## src/design/arcio_pkg.sv

```systemverilog
// Shared types and constants for the arcade I/O and sound latch unit.
// Holds the access codes, the bus address map and the request/result structs.
// No dependencies.
`timescale 1ns / 1ps

package arcio_pkg;

  // Field widths
  localparam int unsigned OpW      = 3;
  localparam int unsigned AddrW    = 24;
  localparam int unsigned DataW    = 16;
  localparam int unsigned PadIdxW  = 3;
  localparam int unsigned ScrollW  = 17;
  localparam int unsigned NumPads  = 6;
  localparam int unsigned InDataW  = 48;   // 44 bits of fields, padded to bytes
  localparam int unsigned OutDataW = 104;  // 98 bits of fields, padded to bytes

  // Access kinds
  typedef enum logic [OpW-1:0] {
    OpMainWrite  = 3'd0,
    OpMainRead   = 3'd1,
    OpMainByteRd = 3'd2,
    OpSoundWrite = 3'd3,
    OpSoundRead  = 3'd4,
    OpPadLoad    = 3'd5
  } op_e;

  // Main bus write map
  localparam logic [AddrW-1:0] AddrEeprom    = 24'h200000;
  localparam logic [AddrW-1:0] AddrLatch     = 24'h280000;
  localparam logic [AddrW-1:0] AddrBgBank    = 24'h780004;
  localparam logic [AddrW-1:0] AddrFgBank    = 24'h780006;
  localparam logic [AddrW-1:0] AddrBgScrollX = 24'h7a0000;
  localparam logic [AddrW-1:0] AddrBgScrollY = 24'h7a0002;
  localparam logic [AddrW-1:0] AddrFgScrollX = 24'h7a0004;
  localparam logic [AddrW-1:0] AddrFgScrollY = 24'h7a0006;
  localparam logic [AddrW-1:0] AddrLineScrl  = 24'h7a0008;

  // Main bus read map
  localparam logic [AddrW-1:0] AddrPad0      = 24'h180000;
  localparam logic [AddrW-1:0] AddrPad1      = 24'h180002;
  localparam logic [AddrW-1:0] AddrPad2      = 24'h180004;
  localparam logic [AddrW-1:0] AddrPad3      = 24'h180006;
  localparam logic [AddrW-1:0] AddrStatus    = 24'h180008;
  localparam logic [AddrW-1:0] AddrPad5      = 24'h18000a;

  // Sound ports
  localparam logic [7:0] PortBank  = 8'h00;
  localparam logic [7:0] PortLatch = 8'h04;

  // Status word pieces
  localparam logic [DataW-1:0] StatusPadMask = 16'hff2f;
  localparam logic [DataW-1:0] ByteReadValue = 16'h00ff;
  localparam logic [DataW-1:0] PadIdle       = 16'hffff;

  // One bus access
  typedef struct packed {
    logic [OpW-1:0]     op;
    logic [AddrW-1:0]   address;
    logic [DataW-1:0]   data;
    logic               eeprom_bit_in;
    logic [PadIdxW-1:0] pad_index;
  } req_t;

  // One result: read data plus current control levels
  typedef struct packed {
    logic [DataW-1:0]   read_data;
    logic [2:0]         eeprom_lines;
    logic               sound_nmi;
    logic [3:0]         bg_palette_bank;
    logic [3:0]         fg_palette_bank;
    logic [ScrollW-1:0] bg_scroll_x;
    logic [DataW-1:0]   bg_scroll_y;
    logic [ScrollW-1:0] fg_scroll_x;
    logic [ScrollW-1:0] fg_scroll_y;
    logic               line_scroll_on;
    logic [1:0]         sound_rom_bank;
  } res_t;

endpackage

```

## src/design/arcio_in_stage.sv

```systemverilog
// Input register of the arcade I/O unit: captures one request per cycle when load_i accepts it.
// Depends on arcio_pkg for req_t.
`timescale 1ns / 1ps

module arcio_in_stage
  import arcio_pkg::*;
(
  input  logic clk_i,
  input  logic rst_ni,
  input  logic load_i,     // request accepted this cycle
  input  logic drain_i,    // held request moves on this cycle
  input  req_t req_i,
  output logic valid_o,
  output req_t req_o
);

  logic valid_q, valid_d;
  req_t req_q;

  // Track occupancy: fill on load, empty when drained without refill
  always_comb begin
    valid_d = valid_q;
    if (load_i) begin
      valid_d = 1'b1;
    end else if (drain_i) begin
      valid_d = 1'b0;
    end
  end

  always_ff @(posedge clk_i or negedge rst_ni) begin
    if (!rst_ni) begin
      valid_q <= 1'b0;
    end else begin
      valid_q <= valid_d;
    end
  end

  // Hold payload until the next accepted request
  always_ff @(posedge clk_i) begin
    if (load_i) begin
      req_q <= req_i;
    end
  end

  assign valid_o = valid_q;
  assign req_o   = req_q;

endmodule

```

## src/design/arcio_core.sv

```systemverilog
// Bus decode and control registers of the arcade I/O unit.
// Updates state for one request and forms its result; depends on arcio_pkg.
`timescale 1ns / 1ps

module arcio_core
  import arcio_pkg::*;
(
  input  logic clk_i,
  input  logic rst_ni,
  input  logic cfg_we_i,
  input  logic cfg_wdata_i,
  input  logic fire_i,     // request in the input register is processed
  input  req_t req_i,
  output res_t res_o
);

  logic                dip_q, dip_d;
  logic [2:0]          eeprom_q, eeprom_d;
  logic [7:0]          latch_q, latch_d;
  logic                pending_q, pending_d;
  logic [3:0]          bg_bank_q, bg_bank_d;
  logic [3:0]          fg_bank_q, fg_bank_d;
  logic [ScrollW-1:0]  bg_x_q, bg_x_d;
  logic [DataW-1:0]    bg_y_q, bg_y_d;
  logic [ScrollW-1:0]  fg_x_q, fg_x_d;
  logic [ScrollW-1:0]  fg_y_q, fg_y_d;
  logic                line_q, line_d;
  logic [1:0]          bank_q, bank_d;
  logic [DataW-1:0]    pad_q [NumPads];
  logic [DataW-1:0]    pad_d [NumPads];

  logic [7:0]          port;
  logic [DataW-1:0]    status;
  logic [DataW-1:0]    rd;
  logic                nmi;

  assign port = req_i.address[7:0];

  // Status word: pad 4 with switch, EEPROM bit and inverted pending merged in
  assign status = (pad_q[4] & StatusPadMask)
                | {11'd0, dip_q, 4'd0}
                | {9'd0, req_i.eeprom_bit_in, 6'd0}
                | {8'd0, ~pending_q, 7'd0};

  // Decode the access: next state and read data
  always_comb begin
    eeprom_d  = eeprom_q;
    latch_d   = latch_q;
    pending_d = pending_q;
    bg_bank_d = bg_bank_q;
    fg_bank_d = fg_bank_q;
    bg_x_d    = bg_x_q;
    bg_y_d    = bg_y_q;
    fg_x_d    = fg_x_q;
    fg_y_d    = fg_y_q;
    line_d    = line_q;
    bank_d    = bank_q;
    pad_d     = pad_q;
    rd        = '0;
    nmi       = 1'b0;
    dip_d     = cfg_we_i ? cfg_wdata_i : dip_q;

    if (fire_i) begin
      unique case (req_i.op)
        OpMainWrite: begin
          unique case (req_i.address)
            AddrEeprom:    eeprom_d  = req_i.data[13:11];
            AddrLatch: begin
              latch_d   = req_i.data[7:0];
              pending_d = 1'b1;
              nmi       = 1'b1;
            end
            AddrBgBank:    bg_bank_d = req_i.data[15:12];
            AddrFgBank:    fg_bank_d = req_i.data[15:12];
            AddrBgScrollX: bg_x_d    = {1'b0, req_i.data} + ScrollW'(1);
            AddrBgScrollY: bg_y_d    = req_i.data;
            AddrFgScrollX: fg_x_d    = {1'b0, req_i.data} - ScrollW'(3);
            AddrFgScrollY: fg_y_d    = {1'b0, req_i.data} + ScrollW'(1);
            AddrLineScrl:  line_d    = ~req_i.data[9];
            default: ;
          endcase
        end
        OpMainRead: begin
          unique case (req_i.address)
            AddrPad0:   rd = pad_q[0];
            AddrPad1:   rd = pad_q[1];
            AddrPad2:   rd = pad_q[2];
            AddrPad3:   rd = pad_q[3];
            AddrPad5:   rd = pad_q[5];
            AddrStatus: rd = status;
            default:    rd = '0;
          endcase
        end
        OpMainByteRd: rd = (req_i.address == AddrStatus) ? ByteReadValue : '0;
        OpSoundWrite: begin
          if (port == PortBank) begin
            bank_d = req_i.data[1:0];
          end else if (port == PortLatch) begin
            pending_d = 1'b0;
          end
        end
        OpSoundRead: rd = (port == PortLatch) ? {8'd0, latch_q} : '0;
        OpPadLoad: begin
          for (int i = 0; i < NumPads; i++) begin
            if (req_i.pad_index == PadIdxW'(i)) begin
              pad_d[i] = req_i.data;
            end
          end
        end
        default: ;
      endcase
    end
  end

  // Hold control state
  always_ff @(posedge clk_i or negedge rst_ni) begin
    if (!rst_ni) begin
      dip_q     <= 1'b1;
      eeprom_q  <= '0;
      latch_q   <= '0;
      pending_q <= 1'b0;
      bg_bank_q <= '0;
      fg_bank_q <= '0;
      bg_x_q    <= '0;
      bg_y_q    <= '0;
      fg_x_q    <= '0;
      fg_y_q    <= '0;
      line_q    <= 1'b0;
      bank_q    <= '0;
      for (int i = 0; i < NumPads; i++) begin
        pad_q[i] <= PadIdle;
      end
    end else begin
      dip_q     <= dip_d;
      eeprom_q  <= eeprom_d;
      latch_q   <= latch_d;
      pending_q <= pending_d;
      bg_bank_q <= bg_bank_d;
      fg_bank_q <= fg_bank_d;
      bg_x_q    <= bg_x_d;
      bg_y_q    <= bg_y_d;
      fg_x_q    <= fg_x_d;
      fg_y_q    <= fg_y_d;
      line_q    <= line_d;
      bank_q    <= bank_d;
      pad_q     <= pad_d;
    end
  end

  // Result shows the levels after this access
  always_comb begin
    res_o.read_data       = rd;
    res_o.eeprom_lines    = eeprom_d;
    res_o.sound_nmi       = nmi;
    res_o.bg_palette_bank = bg_bank_d;
    res_o.fg_palette_bank = fg_bank_d;
    res_o.bg_scroll_x     = bg_x_d;
    res_o.bg_scroll_y     = bg_y_d;
    res_o.fg_scroll_x     = fg_x_d;
    res_o.fg_scroll_y     = fg_y_d;
    res_o.line_scroll_on  = line_d;
    res_o.sound_rom_bank  = bank_d;
  end

endmodule

```

## src/design/arcio_out_stage.sv

```systemverilog
// Result register of the arcade I/O unit: holds one result until taken.
// Depends on arcio_pkg for res_t.
`timescale 1ns / 1ps

module arcio_out_stage
  import arcio_pkg::*;
(
  input  logic clk_i,
  input  logic rst_ni,
  input  logic load_i,     // new result arrives
  input  logic ready_i,    // downstream takes the held result
  input  res_t res_i,
  output logic valid_o,
  output res_t res_o
);

  logic valid_q, valid_d;
  res_t res_q;

  // Fill on load, drop once taken
  always_comb begin
    valid_d = valid_q;
    if (load_i) begin
      valid_d = 1'b1;
    end else if (ready_i) begin
      valid_d = 1'b0;
    end
  end

  always_ff @(posedge clk_i or negedge rst_ni) begin
    if (!rst_ni) begin
      valid_q <= 1'b0;
    end else begin
      valid_q <= valid_d;
    end
  end

  always_ff @(posedge clk_i) begin
    if (load_i) begin
      res_q <= res_i;
    end
  end

  assign valid_o = valid_q;
  assign res_o   = res_q;

endmodule

```

## src/design/arcade_io_and_sound_latch_unit.sv

```systemverilog
// Top level of the arcade I/O and sound latch unit.
// Instantiates arcio_in_stage, arcio_core and arcio_out_stage; uses arcio_pkg.
`timescale 1ns / 1ps
//
// Usage:
//   Each bus access (main CPU read/write, sound CPU port access or pad load)
//   enters as one request on the s_axis channel: tuser carries the access
//   kind, tdata the address, write data, EEPROM data-out level and pad index.
//   Every request yields exactly one result on m_axis: read data plus the
//   current level of every latched control output (EEPROM lines, NMI pulse,
//   palette banks, scroll values, line-scroll enable, sound ROM bank).
//   The 3P/4P switch level is written through cfg_we_i / cfg_wdata_i.
// Timing:
//   A request is registered in the input register, decoded while the
//   control registers update, and its result is registered in the result
//   register, which drives m_axis_tvalid_o. One request per cycle is
//   sustained while the receiver keeps m_axis_tready_i high; the decode is
//   combinational.
// Reset and stall:
//   Reset clears all control registers, sets the pads to idle (all ones)
//   and the switch to one. When the receiver stalls, the result stays held
//   and one more request waits in the input register; then tready drops.

module arcade_io_and_sound_latch_unit
  import arcio_pkg::*;
(
  input  logic                clk_i,
  input  logic                rst_ni,
  // Configuration: 3P/4P switch level
  input  logic                cfg_we_i,
  input  logic                cfg_wdata_i,
  // Request channel
  input  logic                s_axis_tvalid_i,
  output logic                s_axis_tready_o,
  // [23:0] address, [39:24] data, [40] eeprom_bit_in, [43:41] pad_index, rest 0
  input  logic [InDataW-1:0]  s_axis_tdata_i,
  // [2:0] op
  input  logic [OpW-1:0]      s_axis_tuser_i,
  // Result channel
  output logic                m_axis_tvalid_o,
  input  logic                m_axis_tready_i,
  // [15:0] read_data, [18:16] eeprom_lines, [19] sound_nmi,
  // [23:20] bg_palette_bank, [27:24] fg_palette_bank, [44:28] bg_scroll_x,
  // [60:45] bg_scroll_y, [77:61] fg_scroll_x, [94:78] fg_scroll_y,
  // [95] line_scroll_on, [97:96] sound_rom_bank, rest 0
  output logic [OutDataW-1:0] m_axis_tdata_o
);

  req_t req_in;
  req_t req_held;
  res_t res_next;
  res_t res_held;
  logic in_valid;
  logic out_valid;
  logic advance;
  logic accept;

  // Unpack the request
  always_comb begin
    req_in.op            = s_axis_tuser_i;
    req_in.address       = s_axis_tdata_i[23:0];
    req_in.data          = s_axis_tdata_i[39:24];
    req_in.eeprom_bit_in = s_axis_tdata_i[40];
    req_in.pad_index     = s_axis_tdata_i[43:41];
  end

  // Advance when the result register is free or being emptied
  assign advance         = ~out_valid | m_axis_tready_i;
  assign s_axis_tready_o = ~in_valid | advance;
  assign accept          = s_axis_tvalid_i & s_axis_tready_o;

  arcio_in_stage u_in_stage (
    .clk_i   (clk_i),
    .rst_ni  (rst_ni),
    .load_i  (accept),
    .drain_i (advance),
    .req_i   (req_in),
    .valid_o (in_valid),
    .req_o   (req_held)
  );

  arcio_core u_core (
    .clk_i       (clk_i),
    .rst_ni      (rst_ni),
    .cfg_we_i    (cfg_we_i),
    .cfg_wdata_i (cfg_wdata_i),
    .fire_i      (in_valid & advance),
    .req_i       (req_held),
    .res_o       (res_next)
  );

  arcio_out_stage u_out_stage (
    .clk_i   (clk_i),
    .rst_ni  (rst_ni),
    .load_i  (in_valid & advance),
    .ready_i (m_axis_tready_i),
    .res_i   (res_next),
    .valid_o (out_valid),
    .res_o   (res_held)
  );

  assign m_axis_tvalid_o = out_valid;

  // Pack the result, highest field first, read_data in the lowest bits
  assign m_axis_tdata_o = {
    6'd0,
    res_held.sound_rom_bank,
    res_held.line_scroll_on,
    res_held.fg_scroll_y,
    res_held.fg_scroll_x,
    res_held.bg_scroll_y,
    res_held.bg_scroll_x,
    res_held.fg_palette_bank,
    res_held.bg_palette_bank,
    res_held.sound_nmi,
    res_held.eeprom_lines,
    res_held.read_data
  };

endmodule

```

## config.mk

```make
export PLATFORM = sky130hd
export DESIGN_NAME = arcade_io_and_sound_latch_unit
export DESIGN_NICKNAME = d
export VERILOG_FILES = /design/src/design/arcio_pkg.sv /design/src/design/arcio_in_stage.sv /design/src/design/arcio_core.sv /design/src/design/arcio_out_stage.sv /design/src/design/arcade_io_and_sound_latch_unit.sv
export SDC_FILE = /design/constraint.sdc
export NUM_CORES = 1
export LEC_CHECK = 0
export ABC_AREA = 1
export BUFFER_PORTS_ARGS = -buffer_cell sky130_fd_sc_hd__buf_4
export CAP_MARGIN = 30
export CORE_MARGIN = 3
export CORE_UTILIZATION = 58
export DETAILED_ROUTE_END_ITERATION = 7
export PLACE_DENSITY = 0.8
export REMOVE_ABC_BUFFERS = 1
export SLEW_MARGIN = 10
export SYNTH_ARGS = -nofsm -noshare
export SYNTH_HDL_FRONTEND = slang
export SYNTH_HIERARCHICAL = 1
export SYNTH_SLANG_ARGS = --single-unit
```

## constraint.sdc

```tcl
create_clock -name clk_i -period 12.5 [get_ports clk_i]
set_clock_uncertainty 0.05 [all_clocks]
set_input_delay 2.5 -clock clk_i [delete_from_list [all_inputs] [get_ports clk_i]]
set_output_delay 2.5 -clock clk_i [all_outputs]
set_load 0.01 [all_outputs]
```

==> summary.md <==
| Metric | Value |
|---|---|
| Multi-input gate area | `3670 um^2` |
| Vias | `between 9000 and 10000` |
| Worst VDD drop | `around 0.15 mV` |
| Diodes inserted | `0` |
| Reg2reg setup slack | `around 9.4 ns` |
| Internal Pwr Total | `between 1.5 and 2 mW` |
| R2R depth | `9` |
| XOR/XNOR Fraction of Synth Area | `0.0144` |
| Met1 GRT Util | `0.340` |
| Number of global-route vias before repair | `roughly 9400` |
| R2R Path End | `u_out_stage/res_o[16]` |
| Worst setup path class | `in2out` |
| Total power | `roughly 2.5 mW` |
| Run status | `completed` |
| Buf/Inv on CP | `3` |
| Die area | `roughly 25000 um^2` |
| Pin count of the biggest net entering global routing | `around 110` |
| Largest family of logic cells by synthesized area | `simple AND/OR/NAND/NOR gates` |
| Clk_lat worst skew | `approximately 0.5 ns` |
| Net Switching | `slightly below 600 uW` |
| Site Rows | `54` |
| Top cells by count, synth | `nand2_1, edfxtp_1, o21ai_0` |
| Post-synthesis compound-gate area fraction | `0.0849` |
| H-tree Lvls | `2` |
| Mean Syn Cell Area | `11.1 um^2` |
| Height of the die | `approximately 160 um` |
| Gate power share | `0.089` |
| CTS Buffer Depth | `3` |
| Grt total ovfl | `0` |
| CTS tree | `done` |
| Routed Wire Length | `between 30000 and 40000 um` |
| Sw Share | `0.232` |
| DR iter-0 viols | `roughly 860` |
| CP Launch Type | `primary input` |
| CP cell instances | `buf_4 > inv_1 > nand3_2 > buf_4` |
| Max_cap viols | `0` |
| Unique cell type count in the Yosys netlist | `40` |
| Measured slew at the worst slew-check pin | `about 1 ns` |
| Netlist Area Pre-Place | `13300 um^2` |
| Layout cell share with drive strength beyond 1 | `0.277` |
| Overall Global Routing Usage | `0.253` |
| Sequential share of the synthesized area | `0.684` |
| Most frequent cell on the critical path | `buf_4` |
| Post-Synth Simple-Gate Area | `0.169` |
| Post-route insts no fill | `around 1700` |
| Die X | `approximately 160 um` |
| GR Util met2 | `0.412` |
| Final Max Tran Viols | `0` |
| Mux cell area share after synthesis | `0.00309` |
| Req. time, crit path | `9.95 ns` |
| Drt drc | `0` |
| CP arrival | `~3.0 ns` |
| WP depth | `4` |
| Most common cell in the netlist | `nand2_1` |
| CP max stage cell | `buf_4` |
| Reg clk slew, reported paths | `0.06 ns` |
| Area share of fa/ha/maj cells after synthesis | `0.000938` |
| EDFF count, synth | `~150` |
| Boundary Pins | `163` |
| Ys flop type | `edfxtp_1` |
| Layer with the highest usage | `met2` |
| Post-synth ARST share | `0.562` |
| Area Overhead vs Synth | `19.1%` |
| RSZ-0062 raised after global routing | `false` |
| CTS buffer count | `34` |
| Relative slew slack | `0.327` |
| Crit path max fanout | `3` |
| Port-buffer cells | `152` |
| GRT met3 Usage | `0.0618` |
| Max incr delay on CP | `0.16 ns` |
| Crit path max-delay family | `buffers and inverters` |
| Clock network power share | `0.386` |
| Syn Inst Count | `about 1200` |
| Yosys warning count | `6` |
| Post-CTS Setup Bufs | `0` |
| Pre-antenna DRT Iters | `5` |
| Sequential cell area | `just over 9000 um^2` |
| Fillers | `around 1500` |
| Synth Register Bits | `about 330` |
| CP Launch Point | `m_axis_tready_i` |
| Antenna-violating nets left | `0` |
| TritonCTS Sinks | `~330` |
| Final min period | `approximately 5.5 ns` |
| Antenna violations before repair | `0` |
| Placed cells | `around 1600` |
| Endpoints failing setup | `0` |
| Fin nets | `between 1000 and 1500` |
| Routability-driven placement congestion ratio | `0.818` |
| Post-CTS Hold Fix Bufs | `0` |
| Hold crit path type | `reg2reg` |
| Setup crit end kind | `output pin` |
| Largest area contributor in the netlist | `edfxtp_1` |
| Power density cells | `~160 nW/um^2` |
| Fin crit share | `0.442` |
| Critical Path End | `s_axis_tready_o` |
| Largest cells by area after synthesis | `edfxtp_1, dfstp_2, dfrtp_1, nand2_1, o21ai_0` |
| HPWL Detailed | `slightly below 20000 um` |
| Worst r2r src | `u_out_stage/valid_o` |
| Top cell type's share of synthesized area | `0.326` |
| Core Footprint | `about 22000 um^2` |
| Post-cts sizing count | `0` |
| DR vias/cell | `roughly 5.6` |
| Clock Tree Root | `clkbuf_16` |
| Final Hold Fails | `0` |
| Drt wl/cell | `roughly 19 um` |
| Initial core utilization | `0.600` |
| Fmax achieved | `approximately 0.18 GHz` |
| Sequential power share | `0.525` |
| Lkg Pwr | `a little under 7 nW` |
| First-pass GRT wire length | `between 40000 and 50000 um` |
layer usage:
layer / wire (um) / share of wire
met3: 2650 / 0.086
met1: 12300 / 0.40
met4: 574 / 0.019
met5: 0 / 0
met2: 15200 / 0.49
cells by family after synthesis:
| group | Yosys count |
|---|---|
| buf+inv | 132 |
| simple gates | 493 |
| flops | 331 |
| compound gates | 215 |
| mux | 4 |
| other cells | 1 |
| fa+ha+maj | 1 |
| xor+xnor | 22 |
placed cells by master (no fill, tap or decap), types with 35 or more instances in the layout:
cell type,netlist,final
buf_4,11,158
clkbuf_16,0,36
dfrtp_1,92,92
dfstp_2,94,94
edfxtp_1,145,145
inv_1,63,62
nand2_1,278,278
nand3_1,68,68
nor2_1,67,67
o21ai_0,133,133
o21ai_1,35,35
stage by stage:
| stage | hold slack, ns | utilization | setup slack, ns | instance area [um^2] | TNS [ns] |
|---|---|---|---|---|---|
| floorplan | 0.391 | - | -0.0596 | 13100 | -1.56 |
| global placement | 0.409 | 0.658 | 6.97 | 14600 | 0 |
| detailed placement | 0.419 | 0.662 | 6.96 | 14700 | 0 |
| CTS | 0.434 | 0.711 | 6.96 | 15800 | 0 |
| global route | 0.450 | 0.715 | 6.92 | 15900 | 0 |
| finish | 0.434 | 0.715 | 6.97 | 15900 | 0 |
registers in the layout, summed over array words and instances, names as in the netlist:
name                 flops
u_out_stage/res_o       98
u_core/line_q            1
u_core/bg_y_q           16
u_core/bg_x_q           17
u_core/bank_q            2
u_core/bg_bank_q         4
u_core/fg_x_q           17
u_core/eeprom_q          3
u_core/pending_q         1
u_in_stage/valid_o       1
u_out_stage/valid_o      1
u_core/dip_q             1
u_core/latch_q           8
u_core/fg_bank_q         4
u_core/fg_y_q           17
u_core/pad_q            93
u_in_stage/req_o        47
cell type report:
type                            count  area share
Sequential cell                   331       0.574
Multi-Input combinational cell    741       0.231
Timing Repair Buffer              167      0.0862
Clock buffer                       44      0.0598
Tap cell                          280      0.0220
Inverter                           76      0.0179
Clock inverter                     17     0.00897
worst register-to-register path, stage by stage (launching register included):
cell and delay, ns:
dfrtp_1 0.45, a21boi_4 0.17, buf_4 0.38, inv_1 0.20, nor2_2 0.18, inv_2 0.10
nor2_8 0.18, nand3_2 0.62, nand2_1 0.31, o21ai_1 0.14
power by group through the flow:
stage / Sequential, mW / Combinational (mW) / Clock [mW]
2_1_floorplan: 1.37 / 0.0911 / 0
3_3_place_gp: 1.35 / 0.212 / 0
3_5_place_dp: 1.36 / 0.224 / 0
4_1_cts: 1.34 / 0.226 / 0.997
5_1_grt: 1.35 / 0.253 / 1.04
6_report: 1.34 / 0.227 / 0.982
worst min-delay path by stage:
stage                            startpoint                end  cells past startpoint
final                      u_core/fg_x_q[6]   u_core/fg_x_q[6]                      2
after global routing      u_core/latch_q[1]  u_core/latch_q[1]                      2
after CTS                 u_core/latch_q[5]  u_core/latch_q[5]                      2
after detailed placement  u_core/latch_q[0]  u_core/latch_q[0]                      2
after global placement     u_core/fg_x_q[3]   u_core/fg_x_q[3]                      2
after floorplan           u_core/fg_x_q[16]  u_core/fg_x_q[16]                      2
No activity file was read; power rests on OpenSTA's default activity.
